File: src/rtl/core/rcad_pkg.sv
// Shared types, constants and delta tables for the run-coded ADPCM byte decoder.
// No dependencies; used by rcad_front, rcad_queue, rcad_back and the decoder top.
`default_nettype none

package rcad_pkg;

  localparam int QueueDepth = 2;
  localparam int QPtrW      = $clog2(QueueDepth);
  localparam int QCntW      = $clog2(QueueDepth + 1);

  localparam logic [15:0] SampleInit = 16'h0080;

  // Header byte mode field (bits 7..6)
  localparam logic [1:0] HdrPair    = 2'd0;
  localparam logic [1:0] HdrNibble  = 2'd1;
  localparam logic [1:0] HdrLiteral = 2'd2;
  localparam logic [1:0] HdrRepeat  = 2'd3;

  // Work item handed from the parser to the executor
  typedef enum logic [2:0] {
    CMD_NONE,
    CMD_REPEAT,
    CMD_DELTA,
    CMD_LITERAL,
    CMD_NIBBLE,
    CMD_PAIR,
    CMD_RAW
  } cmd_kind_e;

  typedef struct packed {
    cmd_kind_e   kind;
    logic [7:0]  arg;
    logic        start;
    logic [15:0] size;
  } cmd_t;

  function automatic logic signed [4:0] delta4(input logic [3:0] nib);
    logic signed [4:0] d;
    case (nib)
      4'd0:    d = -5'sd9;
      4'd1:    d = -5'sd8;
      4'd2:    d = -5'sd6;
      4'd3:    d = -5'sd5;
      4'd4:    d = -5'sd4;
      4'd5:    d = -5'sd3;
      4'd6:    d = -5'sd2;
      4'd7:    d = -5'sd1;
      4'd8:    d = 5'sd0;
      4'd9:    d = 5'sd1;
      4'd10:   d = 5'sd2;
      4'd11:   d = 5'sd3;
      4'd12:   d = 5'sd4;
      4'd13:   d = 5'sd5;
      4'd14:   d = 5'sd6;
      default: d = 5'sd8;
    endcase
    return d;
  endfunction

  // {-2, -1, 0, 1}
  function automatic logic signed [4:0] delta2(input logic [1:0] pr);
    return $signed({3'b000, pr}) - 5'sd2;
  endfunction

  // Two's complement 16-bit sample clipped to 0..255
  function automatic logic [7:0] clip8(input logic [15:0] s);
    logic [7:0] v;
    if (s[15]) begin
      v = 8'h00;
    end else if (|s[14:8]) begin
      v = 8'hFF;
    end else begin
      v = s[7:0];
    end
    return v;
  endfunction

endpackage

`default_nettype wire

File: src/rtl/core/rcad_front.sv
// Byte parser: tracks header/data state and turns each accepted byte into a command.
// Depends on rcad_pkg.
`default_nettype none

module rcad_front (
  input  wire logic          clk_i,
  input  wire logic          rst_ni,
  input  wire logic          in_valid_i,
  output logic               in_ready_o,
  input  wire logic [7:0]    data_byte_i,
  input  wire logic          chunk_start_i,
  input  wire logic          raw_chunk_i,
  input  wire logic [15:0]   chunk_size_i,
  input  wire logic          q_full_i,
  output logic               q_push_o,
  output rcad_pkg::cmd_t     q_cmd_o
);
  import rcad_pkg::*;

  typedef enum logic [1:0] {
    PM_HEADER,
    PM_LITERAL,
    PM_NIBBLE,
    PM_PAIR
  } parse_mode_e;

  parse_mode_e mode_q, mode_d, mode_eff;
  logic [5:0]  bytes_q, bytes_d, bytes_eff;
  logic        pass_q, pass_d, pass_eff;
  logic        accept;
  cmd_t        cmd;

  assign in_ready_o = !q_full_i;
  assign accept     = in_valid_i && !q_full_i;
  assign q_push_o   = accept;
  assign q_cmd_o    = cmd;

  always_comb begin
    mode_eff  = chunk_start_i ? PM_HEADER : mode_q;
    bytes_eff = chunk_start_i ? 6'd0 : bytes_q;
    pass_eff  = chunk_start_i ? raw_chunk_i : pass_q;

    mode_d  = mode_eff;
    bytes_d = bytes_eff;
    pass_d  = pass_eff;

    cmd.kind  = CMD_NONE;
    cmd.arg   = data_byte_i;
    cmd.start = chunk_start_i;
    cmd.size  = chunk_size_i;

    if (pass_eff) begin
      cmd.kind = CMD_RAW;
    end else begin
      case (mode_eff)
        PM_HEADER: begin
          case (data_byte_i[7:6])
            HdrRepeat: begin
              cmd.kind = CMD_REPEAT;
            end
            HdrLiteral: begin
              if (data_byte_i[5]) begin
                cmd.kind = CMD_DELTA;
              end else begin
                mode_d  = PM_LITERAL;
                bytes_d = data_byte_i[5:0];
              end
            end
            HdrNibble: begin
              mode_d  = PM_NIBBLE;
              bytes_d = data_byte_i[5:0];
            end
            default: begin
              mode_d  = PM_PAIR;
              bytes_d = data_byte_i[5:0];
            end
          endcase
        end
        PM_LITERAL, PM_NIBBLE, PM_PAIR: begin
          case (mode_eff)
            PM_LITERAL: cmd.kind = CMD_LITERAL;
            PM_NIBBLE:  cmd.kind = CMD_NIBBLE;
            default:    cmd.kind = CMD_PAIR;
          endcase
          if (bytes_eff == 6'd0) begin
            mode_d = PM_HEADER;
          end else begin
            bytes_d = bytes_eff - 6'd1;
          end
        end
        default: begin
          mode_d = PM_HEADER;
        end
      endcase
    end
  end

  always_ff @(posedge clk_i or negedge rst_ni) begin
    if (!rst_ni) begin
      mode_q  <= PM_HEADER;
      bytes_q <= 6'd0;
      pass_q  <= 1'b0;
    end else if (accept) begin
      mode_q  <= mode_d;
      bytes_q <= bytes_d;
      pass_q  <= pass_d;
    end
  end

endmodule

`default_nettype wire

File: src/rtl/core/rcad_queue.sv
// Small command queue between parser and executor.
// Depends on rcad_pkg (cmd_t, QueueDepth).
`default_nettype none

module rcad_queue (
  input  wire logic          clk_i,
  input  wire logic          rst_ni,
  input  wire logic          push_i,
  input  rcad_pkg::cmd_t     cmd_i,
  output logic               full_o,
  input  wire logic          pop_i,
  output logic               valid_o,
  output rcad_pkg::cmd_t     cmd_o
);
  import rcad_pkg::*;

  cmd_t             mem_q [QueueDepth];
  logic [QPtrW-1:0] wr_ptr_q, rd_ptr_q;
  logic [QCntW-1:0] cnt_q, cnt_d;
  logic             do_push, do_pop;

  assign full_o  = (cnt_q == QCntW'(QueueDepth));
  assign valid_o = (cnt_q != '0);
  assign cmd_o   = mem_q[rd_ptr_q];
  assign do_push = push_i && !full_o;
  assign do_pop  = pop_i && valid_o;

  always_comb begin
    cnt_d = cnt_q;
    if (do_push && !do_pop) begin
      cnt_d = cnt_q + QCntW'(1);
    end else if (do_pop && !do_push) begin
      cnt_d = cnt_q - QCntW'(1);
    end
  end

  always_ff @(posedge clk_i or negedge rst_ni) begin
    if (!rst_ni) begin
      wr_ptr_q <= '0;
      rd_ptr_q <= '0;
      cnt_q    <= '0;
    end else begin
      cnt_q <= cnt_d;
      if (do_push) begin
        wr_ptr_q <= (wr_ptr_q == QPtrW'(QueueDepth - 1)) ? '0 : wr_ptr_q + QPtrW'(1);
      end
      if (do_pop) begin
        rd_ptr_q <= (rd_ptr_q == QPtrW'(QueueDepth - 1)) ? '0 : rd_ptr_q + QPtrW'(1);
      end
    end
  end

  always_ff @(posedge clk_i) begin
    if (do_push) begin
      mem_q[wr_ptr_q] <= cmd_i;
    end
  end

endmodule

`default_nettype wire

File: src/rtl/core/rcad_back.sv
// Executor: holds the running sample and output count, emits one sample per cycle
// into an output register when the output is not stalled. Depends on rcad_pkg.
`default_nettype none

module rcad_back (
  input  wire logic          clk_i,
  input  wire logic          rst_ni,
  input  wire logic          q_valid_i,
  input  rcad_pkg::cmd_t     q_cmd_i,
  output logic               q_pop_o,
  output logic               out_valid_o,
  input  wire logic          out_ready_i,
  output logic [7:0]         out_sample_o,
  output logic               run_last_o,
  output logic               chunk_done_o
);
  import rcad_pkg::*;

  logic              busy_q;
  cmd_t              cmd_q;
  logic [5:0]        step_q, last_step;
  logic [15:0]       sample_q, left_q, left_eff, left_dec;
  logic [15:0]       sum, new_sample;
  logic signed [4:0] delta;
  logic [7:0]        value;
  logic              ov_q, olast_q, odone_q;
  logic [7:0]        osample_q;
  logic              out_free, pop, fire, fin;

  assign out_free = !ov_q || out_ready_i;
  assign pop      = !busy_q && q_valid_i;
  assign fire     = busy_q && out_free;
  assign q_pop_o  = pop;
  assign left_eff = q_cmd_i.start ? q_cmd_i.size : left_q;
  assign left_dec = left_q - 16'd1;

  always_comb begin
    case (cmd_q.kind)
      CMD_REPEAT: last_step = cmd_q.arg[5:0];
      CMD_NIBBLE: last_step = 6'd1;
      CMD_PAIR:   last_step = 6'd3;
      default:    last_step = 6'd0;
    endcase

    case (cmd_q.kind)
      CMD_DELTA:  delta = $signed(cmd_q.arg[4:0]);
      CMD_NIBBLE: delta = delta4(step_q[0] ? cmd_q.arg[7:4] : cmd_q.arg[3:0]);
      CMD_PAIR: begin
        case (step_q[1:0])
          2'd0:    delta = delta2(cmd_q.arg[1:0]);
          2'd1:    delta = delta2(cmd_q.arg[3:2]);
          2'd2:    delta = delta2(cmd_q.arg[5:4]);
          default: delta = delta2(cmd_q.arg[7:6]);
        endcase
      end
      default:    delta = 5'sd0;
    endcase

    sum = sample_q + {{11{delta[4]}}, delta};

    case (cmd_q.kind)
      CMD_LITERAL:         new_sample = {8'h00, cmd_q.arg};
      CMD_REPEAT, CMD_RAW: new_sample = sample_q;
      default:             new_sample = sum;
    endcase

    case (cmd_q.kind)
      CMD_LITERAL, CMD_RAW: value = cmd_q.arg;
      default:              value = clip8(new_sample);
    endcase

    // stop early when the chunk runs out mid-byte
    fin = (step_q == last_step) || (left_dec == 16'd0);
  end

  always_ff @(posedge clk_i or negedge rst_ni) begin
    if (!rst_ni) begin
      busy_q    <= 1'b0;
      cmd_q     <= '0;
      step_q    <= 6'd0;
      sample_q  <= SampleInit;
      left_q    <= 16'd0;
      ov_q      <= 1'b0;
      osample_q <= 8'h00;
      olast_q   <= 1'b0;
      odone_q   <= 1'b0;
    end else begin
      if (pop) begin
        cmd_q  <= q_cmd_i;
        step_q <= 6'd0;
        if (q_cmd_i.start) begin
          sample_q <= SampleInit;
          left_q   <= q_cmd_i.size;
        end
        busy_q <= (q_cmd_i.kind != CMD_NONE) && (left_eff != 16'd0);
      end
      if (fire) begin
        sample_q  <= new_sample;
        left_q    <= left_dec;
        step_q    <= step_q + 6'd1;
        ov_q      <= 1'b1;
        osample_q <= value;
        olast_q   <= fin;
        odone_q   <= (left_dec == 16'd0);
        if (fin) begin
          busy_q <= 1'b0;
        end
      end else if (out_ready_i) begin
        ov_q <= 1'b0;
      end
    end
  end

  assign out_valid_o  = ov_q;
  assign out_sample_o = osample_q;
  assign run_last_o   = olast_q;
  assign chunk_done_o = odone_q;

endmodule

`default_nettype wire

File: src/rtl/core/run_coded_adpcm_byte_decoder_unit.sv
// The first sample of a byte passes through the command queue, the executor's
// command register and the output register. The executor takes a command, then
// emits its samples (up to 64 for a repeat header) before it takes the next one.
// A 2-entry command queue lets the parser take bytes while samples drain.
// Reset (rst_ni low, async): no chunk open, sample 128, parser at header, queue empty.
// Depends on rcad_pkg, rcad_front, rcad_queue, rcad_back.
`default_nettype none

module run_coded_adpcm_byte_decoder_unit (
  input  wire logic        clk_i,
  input  wire logic        rst_ni,
  input  wire logic        s_axis_tvalid,
  output logic             s_axis_tready,
  input  wire logic [23:0] s_axis_tdata,  // [7:0] data_byte, [23:8] chunk_size
  input  wire logic [1:0]  s_axis_tuser,  // [0] chunk_start, [1] raw_chunk
  output logic             m_axis_tvalid,
  input  wire logic        m_axis_tready,
  output logic [7:0]       m_axis_tdata,  // [7:0] out_sample
  output logic             m_axis_tlast,  // run_last
  output logic             m_axis_tuser   // [0] chunk_done
);
  import rcad_pkg::*;

  logic q_push, q_full, q_pop, q_valid;
  cmd_t push_cmd, head_cmd;

  rcad_front u_front (
    .clk_i         (clk_i),
    .rst_ni        (rst_ni),
    .in_valid_i    (s_axis_tvalid),
    .in_ready_o    (s_axis_tready),
    .data_byte_i   (s_axis_tdata[7:0]),
    .chunk_start_i (s_axis_tuser[0]),
    .raw_chunk_i   (s_axis_tuser[1]),
    .chunk_size_i  (s_axis_tdata[23:8]),
    .q_full_i      (q_full),
    .q_push_o      (q_push),
    .q_cmd_o       (push_cmd)
  );

  rcad_queue u_queue (
    .clk_i   (clk_i),
    .rst_ni  (rst_ni),
    .push_i  (q_push),
    .cmd_i   (push_cmd),
    .full_o  (q_full),
    .pop_i   (q_pop),
    .valid_o (q_valid),
    .cmd_o   (head_cmd)
  );

  rcad_back u_back (
    .clk_i        (clk_i),
    .rst_ni       (rst_ni),
    .q_valid_i    (q_valid),
    .q_cmd_i      (head_cmd),
    .q_pop_o      (q_pop),
    .out_valid_o  (m_axis_tvalid),
    .out_ready_i  (m_axis_tready),
    .out_sample_o (m_axis_tdata),
    .run_last_o   (m_axis_tlast),
    .chunk_done_o (m_axis_tuser)
  );

endmodule

`default_nettype wire

File: config.mk
export PLATFORM = sky130hd
export DESIGN_NAME = run_coded_adpcm_byte_decoder_unit
export DESIGN_NICKNAME = d
export VERILOG_FILES = /design/src/rtl/core/rcad_pkg.sv /design/src/rtl/core/rcad_front.sv /design/src/rtl/core/rcad_queue.sv /design/src/rtl/core/rcad_back.sv /design/src/rtl/core/run_coded_adpcm_byte_decoder_unit.sv
export SDC_FILE = /design/constraint.sdc
export NUM_CORES = 1
export LEC_CHECK = 0
export BUFFER_PORTS_ARGS = -buffer_cell sky130_fd_sc_hd__buf_2
export CAP_MARGIN = 20
export CELL_PAD_IN_SITES_DETAIL_PLACEMENT = 1
export CELL_PAD_IN_SITES_GLOBAL_PLACEMENT = 2
export CORE_MARGIN = 4
export CORE_UTILIZATION = 35
export DETAILED_ROUTE_END_ITERATION = 12
export GPL_ROUTABILITY_DRIVEN = 0
export GPL_TIMING_DRIVEN = 1
export HOLD_SLACK_MARGIN = 0.15
export PLACE_DENSITY_LB_ADDON = 0.3
export SLEW_MARGIN = 25
export SYNTH_ARGS = -nofsm -noshare
export SYNTH_HDL_FRONTEND = slang
export SYNTH_SLANG_ARGS = --single-unit
File: constraint.sdc
create_clock -name clk_i -period 9.45 [get_ports clk_i]
set_input_delay 0 -clock clk_i [delete_from_list [all_inputs] [get_ports clk_i]]
set_output_delay 0 -clock clk_i [all_outputs]
set_load 0.005 [all_outputs]
=== After elaboration in Yosys (flattened, before gate mapping) ===
Memories as Yosys holds them, arrays and structs flattened.
Index checks and enable logic that the tools add are counted.

* Add/subtract/negate cells: 12
* Equality and inequality tests: 16
* Multiplexer cells: 45
* Reductions and logical operators: 31

{| class="wikitable"
|+ Operator list
! kind !! number
|-
| 16-bit two-way mux || 6
|-
| 6-bit two-way mux || 6
|-
| 16-bit one-hot mux with 2 select lines || 1
|-
| 5-bit one-hot mux with 3 select lines || 2
|-
| 8-bit two-way mux || 3
|-
| 6-bit one-hot mux with 2 select lines || 2
|-
| 3-bit one-hot mux with 2 select lines || 3
|-
| 6-bit one-hot mux with 3 select lines || 1
|-
| 16-bit adder || 1
|-
| 16-bit logical NOT || 1
|-
| 16-bit nonzero test || 1
|-
| 16-bit by 1-bit subtractor with 16-bit output (second input constant) || 1
|-
| 2-bit two-way mux || 7
|-
| 2-bit == test (second input constant) || 6
|-
| 2-bit by 2-bit subtractor with 3-bit output (second input constant) || 4
|-
| 1-bit two-way mux || 10
|-
| 2-bit nonzero test || 5
|-
| 3-bit == test (second input constant) || 3
|-
| 1-bit logical AND || 8
|-
| 7-bit OR reduction || 1
|-
| 6-bit by 1-bit adder with 6-bit output (second input constant) || 1
|-
| 2-bit by 1-bit == test with 1-bit output (second input constant) || 3
|-
| 3-bit by 2-bit == test with 1-bit output (second input constant) || 2
|-
| 6-bit == test || 1
|-
| other kinds (17) || 25
|}

* Bits in registers: 74
* RAM bits: 56
* ROM bits: 80
* Input port bits: 30
* Word-level logic and storage cells: 122
* Memories kept: 2

{| class="wikitable"
|+ Memory list
! memory !! depth !! width !! rd ports !! clocked after memory_dff !! wr ports !! line !! source
|-
| (name not given) || 16 || 5 || 1 || 0 || 0 || rcad_pkg.sv:39 || <nowiki>case (nib)</nowiki>
|-
| u_queue.mem_q || 2 || 28 || 1 || 0 || 1 || rcad_queue.sv:17 || <nowiki>cmd_t mem_q [QueueDepth];</nowiki>
|}

=== Depth between registers and ports, before layout ===
* Depth in word-level cells: 9
* Gate-level depth with buffers: 19

=== Hierarchy ===
From an unflattened synthesis, not the netlist that was laid out.

* Cell total of the unflattened synthesis: 800
* Area total of the unflattened synthesis: 8106.5 um^2

{| class="wikitable"
|+ By module, submodules not included
! module !! times used !! cells an instance !! area an instance (um^2) !! seq. area each (um^2)
|-
| rcad_back || 1 || 572 || 4897.2 || 1527.7
|-
| rcad_queue || 1 || 106 || 2265.9 || 1781.7
|-
| rcad_front || 1 || 122 || 943.4 || 225.2
|}

=== Least setup slack after synthesis ===
No wires, ideal clock.

* Path type: register to register
* Start: register u_back.step_q[0]
* End: register u_back.osample_q[7] (netlist: u_back.out_sample_o[7])
* Setup time: 0.126 ns
* Data arrival time: 4.190 ns
* Slack: 5.134 ns
* Stages on the path, launching flop included: 20
* Buffers on the path: 1
* Period minus slack after synthesis: 4.316 ns
* Cells stage by stage: dfrtp_1 -> buf_6 -> mux2i_1 -> inv_1 -> ha_1 -> nor2_1 -> a211oi_1 -> a211oi_1 -> a21oi_1 -> a32o_1 -> ha_1 -> fa_1 -> a21o_1 -> a221oi_4 -> o21ai_1 -> xnor2_1 -> o2111ai_1 -> nor4_4 -> a21oi_1 -> a221o_1

* Cells in the longest elaborated chain, start to end: 9

{| class="wikitable"
|+ RTL lines
! item !! line !! source
|-
| from (decl) || rcad_back.sv:21 || <nowiki>logic [5:0] step_q, last_step;</nowiki>
|-
| from (signal assigned) || rcad_back.sv:100 || <nowiki>step_q <= step_q + 6'd1;</nowiki>
|-
| 4-bit two-way mux, or another cell as far along || rcad_back.sv:47 || <nowiki>CMD_NIBBLE: delta = delta4(step_q[0] ? cmd_q.arg[7:4] : cmd_q.arg[3:0]);</nowiki>
|-
| memory 16 x 5 bit or 5-bit one-hot mux with 3 select lines (tied branches) || - ||
|-
| 5-bit one-hot mux with 3 select lines (*) || rcad_back.sv:45 || <nowiki>case (cmd_q.kind)</nowiki>
|-
| 16-bit adder (*) || rcad_back.sv:59 || <nowiki>sum = sample_q + {{11{delta[4]}}, delta};</nowiki>
|-
| 16-bit one-hot mux with 2 select lines (*) || rcad_back.sv:61 || <nowiki>case (cmd_q.kind)</nowiki>
|-
| 7-bit OR reduction || rcad_pkg.sv:70 || <nowiki>end else if (|s[14:8]) begin</nowiki>
|-
| 8-bit two-way mux || rcad_pkg.sv:70 ||
|-
| 8-bit two-way mux (*) || rcad_pkg.sv:68 || <nowiki>if (s[15]) begin</nowiki>
|-
| 8-bit two-way mux (*) || rcad_back.sv:67 || <nowiki>case (cmd_q.kind)</nowiki>
|-
| to (signal assigned) || rcad_back.sv:102 || <nowiki>osample_q <= value;</nowiki>
|-
| to (decl) || rcad_back.sv:27 || <nowiki>logic [7:0] osample_q;</nowiki>
|}

Every way passes the cells marked *; elsewhere a longest branch is shown, timed or not.
A chain may end at the register's enable or synchronous reset.

=== Worst setup path in the final report ===
* Start: register u_back.step_q[0]
* End: register u_back.osample_q[1] (netlist: u_back.out_sample_o[1])

The elaborated chain is that of the path after synthesis.

==> impl_metrics.ini <==
[cts]
numCtsBuffers = 17
cts_tree = yes
h-tree-depth = 4
cts_sinks = 130
cts.clk_slew.worst_paths_ns = 0.06
cts_root_buf = clkbuf_16
clockBufferDepth = 2
insertion_delay_ns = 0.43

[routing]
dr.pass1.iters = 5
wl_met2_um = 11300
via_count = 6482
routed_wirelength_um = 22400
vias_per_cell = 5.71
wl_met3_um = 647
drtAntennaViolNets = 0
highest_layer = met4
met1_length_um = 10100
initialDrtViolationCount = 450
wl_per_cell_um = 19.7
drc = 0

[yosys]
ys_warn_count = 0
synth-seq-cells = 130
syn-num-nets = 848
ys_async_sr_fraction_pct = 56.9
synth.avg_cell_area_um2 = 9.93
syn_inst = 786
syn_area_um2 = 7810
synth_edf_count = 56
ys_seq_area_share_pct = 45.3
ys.flop_type = dfrtp_1
ys_types = 77

[floorplanning]
fp.dieArea_um2 = 24800
fp.dieH_um = 157
row_count = 54
fp.coreArea_um2 = 21900
dieWidth_um = 157
initial_core_util_pct = 35.7
ioPinCount = 42

[timing]
drv_slew = 0
hold_violations = 0
period_needed_ns = 5.25
setup_violations = 0
worstMarginPinSlew_ns = 1.06
worst_slack_ns = 4.20
worst_clock_skew_ns = 0.0219
rsz0062_at_grt = false
fin_tns_setup_ns = 0
fin_crit_sh_pct = 55.6
fin_hold_ws_ns = 0.218
relSlewSlack_pct = 29.1
fmaxAchievable_mhz = 190

[cells_and_area]
n_antenna_cell = 0
num-fill-cells = 2474
final_common_cell = nand2_1
final_cell_mix = nand2_1 (77), dfrtp_1 (73), nor2_1 (72)
num-nets-final = 904
drive_gt1_share_pct = 11.6
area_growth_pct = 16.5

[global_routing]
overflow = 0
grt_pass1_wl_um = 36600
grt_antenna_before_repair = 0
grt_max_degree = 48
grt_pass1_vias = 6871
track_usage_pct = 18.5

[power]
peakVddDrop_mv = 0.174
powerDensity_nw_per_um2 = 384
cellLeakagePower_nw = 3.73
power_mw = 3.49

[worst_hold_path]
hp-class = input pin to flip-flop

[critical_path]
critical_path_arrival_ns = 5.56
critPathMaxFanout = 11
endpoint_kind = flip-flop
start_kind = flip-flop
worstSetupPathType = flip-flop to flip-flop
worstPathRequired_ns = 9.76

[place]
dp_hpwl_um = 15400
numPortBuffers = 41
dp_slack_ns = 4.28

[status]
status = finished clean

[job]
drv_cap = 0
-- worst max-delay path: stages, from the launching register on --
cell and delay, ns:
dfrtp_1 0.61, mux2i_1 0.53, inv_1 0.19, ha_1 0.23, nor2_1 0.12, a211oi_1 0.07
a211oi_1 0.26, a21oi_1 0.08, a32o_1 0.24, ha_1 0.22, fa_1 0.43, a21o_1 0.22
a221oi_4 0.35, nor4_1 0.10, nor3_1 0.27, o2111ai_1 0.22, nor4_4 0.55, a21oi_1 0.14
a221o_1 0.29
-- path summary, 6_finish.rpt --
check	slack, ns	endpoint	cells past startpoint	start
min reg2reg	0.49	u_back.chunk_done_o$_DFFE_PN0P_	2	u_back.chunk_done_o$_DFFE_PN0P_
max	4.20	u_back.out_sample_o[1]$_DFFE_PN0P_	18	u_back.step_q[0]$_DFFE_PN0P_
min	0.22	u_queue.wr_ptr_q$_DFFE_PN0P_	3	s_axis_tvalid
max reg2reg	4.20	u_back.out_sample_o[1]$_DFFE_PN0P_	18	u_back.step_q[0]$_DFFE_PN0P_
max in group asynchronous	8.54	u_queue.wr_ptr_q$_DFFE_PN0P_	4	rst_ni
min in group asynchronous	0.66	u_back.out_sample_o[7]$_DFFE_PN0P_	4	rst_ni
-- per-stage QoR --
step | std cells | util, % | instance area, um2
final | 1135 | 41.5 | 9090
after global routing | 1135 | 41.5 | 9090
after CTS | 1135 | 41.5 | 9090
after detailed placement | 1072 | 37.4 | 8190
after global placement | 1071 | 37.3 | 8170
after floorplan | 786 | - | 7810
-- per-layer routing --
| layer | vias up | track usage, % |
|---|---|---|
| met5 | - | 0 |
| met4 | 0 | 4.92 |
| met3 | 28 | 3.30 |
| met2 | 104 | 32.1 |
| met1 | 3262 | 24.0 |
| li1 | 3088 | - |
-- cell usage after synthesis, types with 4 or more instances --
library cell	n	area share (%)
o211ai_1	18	1.7
a21o_1	10	0.96
clkbuf_1	18	0.87
and3_1	5	0.40
xnor2_1	14	1.6
nor2_1	73	3.5
or3_1	5	0.40
mux2i_1	42	5.4
a31oi_1	5	0.40
nand3_1	11	0.71
buf_1	5	0.24
a21oi_1	58	3.7
o21ai_1	4	0.26
nand2_1	77	3.7
a211oi_1	5	0.48
edfxtp_1	56	22
dfrtp_1	73	23
or4_1	4	0.38
a221oi_1	6	0.67
o21a_1	6	0.58
o31ai_1	6	0.58
nand2b_1	11	0.88
nand4_1	10	0.80
nor4_1	8	0.64
xor2_1	8	0.90
o22ai_1	8	0.64
o221ai_1	11	1.2
a221o_1	10	1.3
buf_2	7	0.45
nor3_1	14	0.90
clkbuf_8	4	0.71
o21ai_0	65	4.2
buf_6	5	0.72
ha_1	31	5.0
nor4b_1	4	0.45
inv_1	20	0.96
-- what timing repair did --
action                     in CTS  in global routing
hold endpoints to repair      136                  0
hold buffers                   31                  0
resized for setup               0                  0
buffers inserted                0                  0
setup endpoints to repair       0                  0
-- kinds of logic after synthesis --
kind of cell,share of synthesized area (%)
flops,45.3
buf+inv,4.26
mux,5.85
fa+ha+maj,5.22
compound gates,21.3
simple gates,15.6
xor+xnor,2.47
-- state kept, by name, summed over array words and instances (netlist names) --
name / count
u_back.busy_q: 1
u_back.chunk_done_o: 1
u_front.bytes_q: 6
u_queue.mem_q: 56
u_back.left_q: 16
u_back.cmd_q: 11
u_queue.cnt_q: 2
u_back.step_q: 6
u_back.sample_q: 16
u_queue.wr_ptr_q: 1
u_queue.rd_ptr_q: 1
u_front.mode_q: 2
u_back.run_last_o: 1
u_back.out_valid_o: 1
u_back.out_sample_o: 8
u_front.pass_q: 1
-- area by class of cell --
cell class | instances | area, um2 | share of cell area, %
multi-input combinational | 593 | 3950 | 43.4
timing repair buffer | 80 | 608 | 6.69
inverter | 20 | 75.1 | 0.826
clock buffer | 17 | 425 | 4.68
sequential | 130 | 3530 | 38.9
clock inverter | 15 | 154 | 1.69
tap | 280 | 350 | 3.85
-- power by group --
part           switching [mW]  leakage [nW]  internal [mW]
Combinational            1.08          2.01          0.704
Clock                   0.301         0.282          0.354
Sequential              0.247          1.44          0.802
Total                    1.63          3.73           1.86
Note: power is estimated with default switching activity, not from simulation.
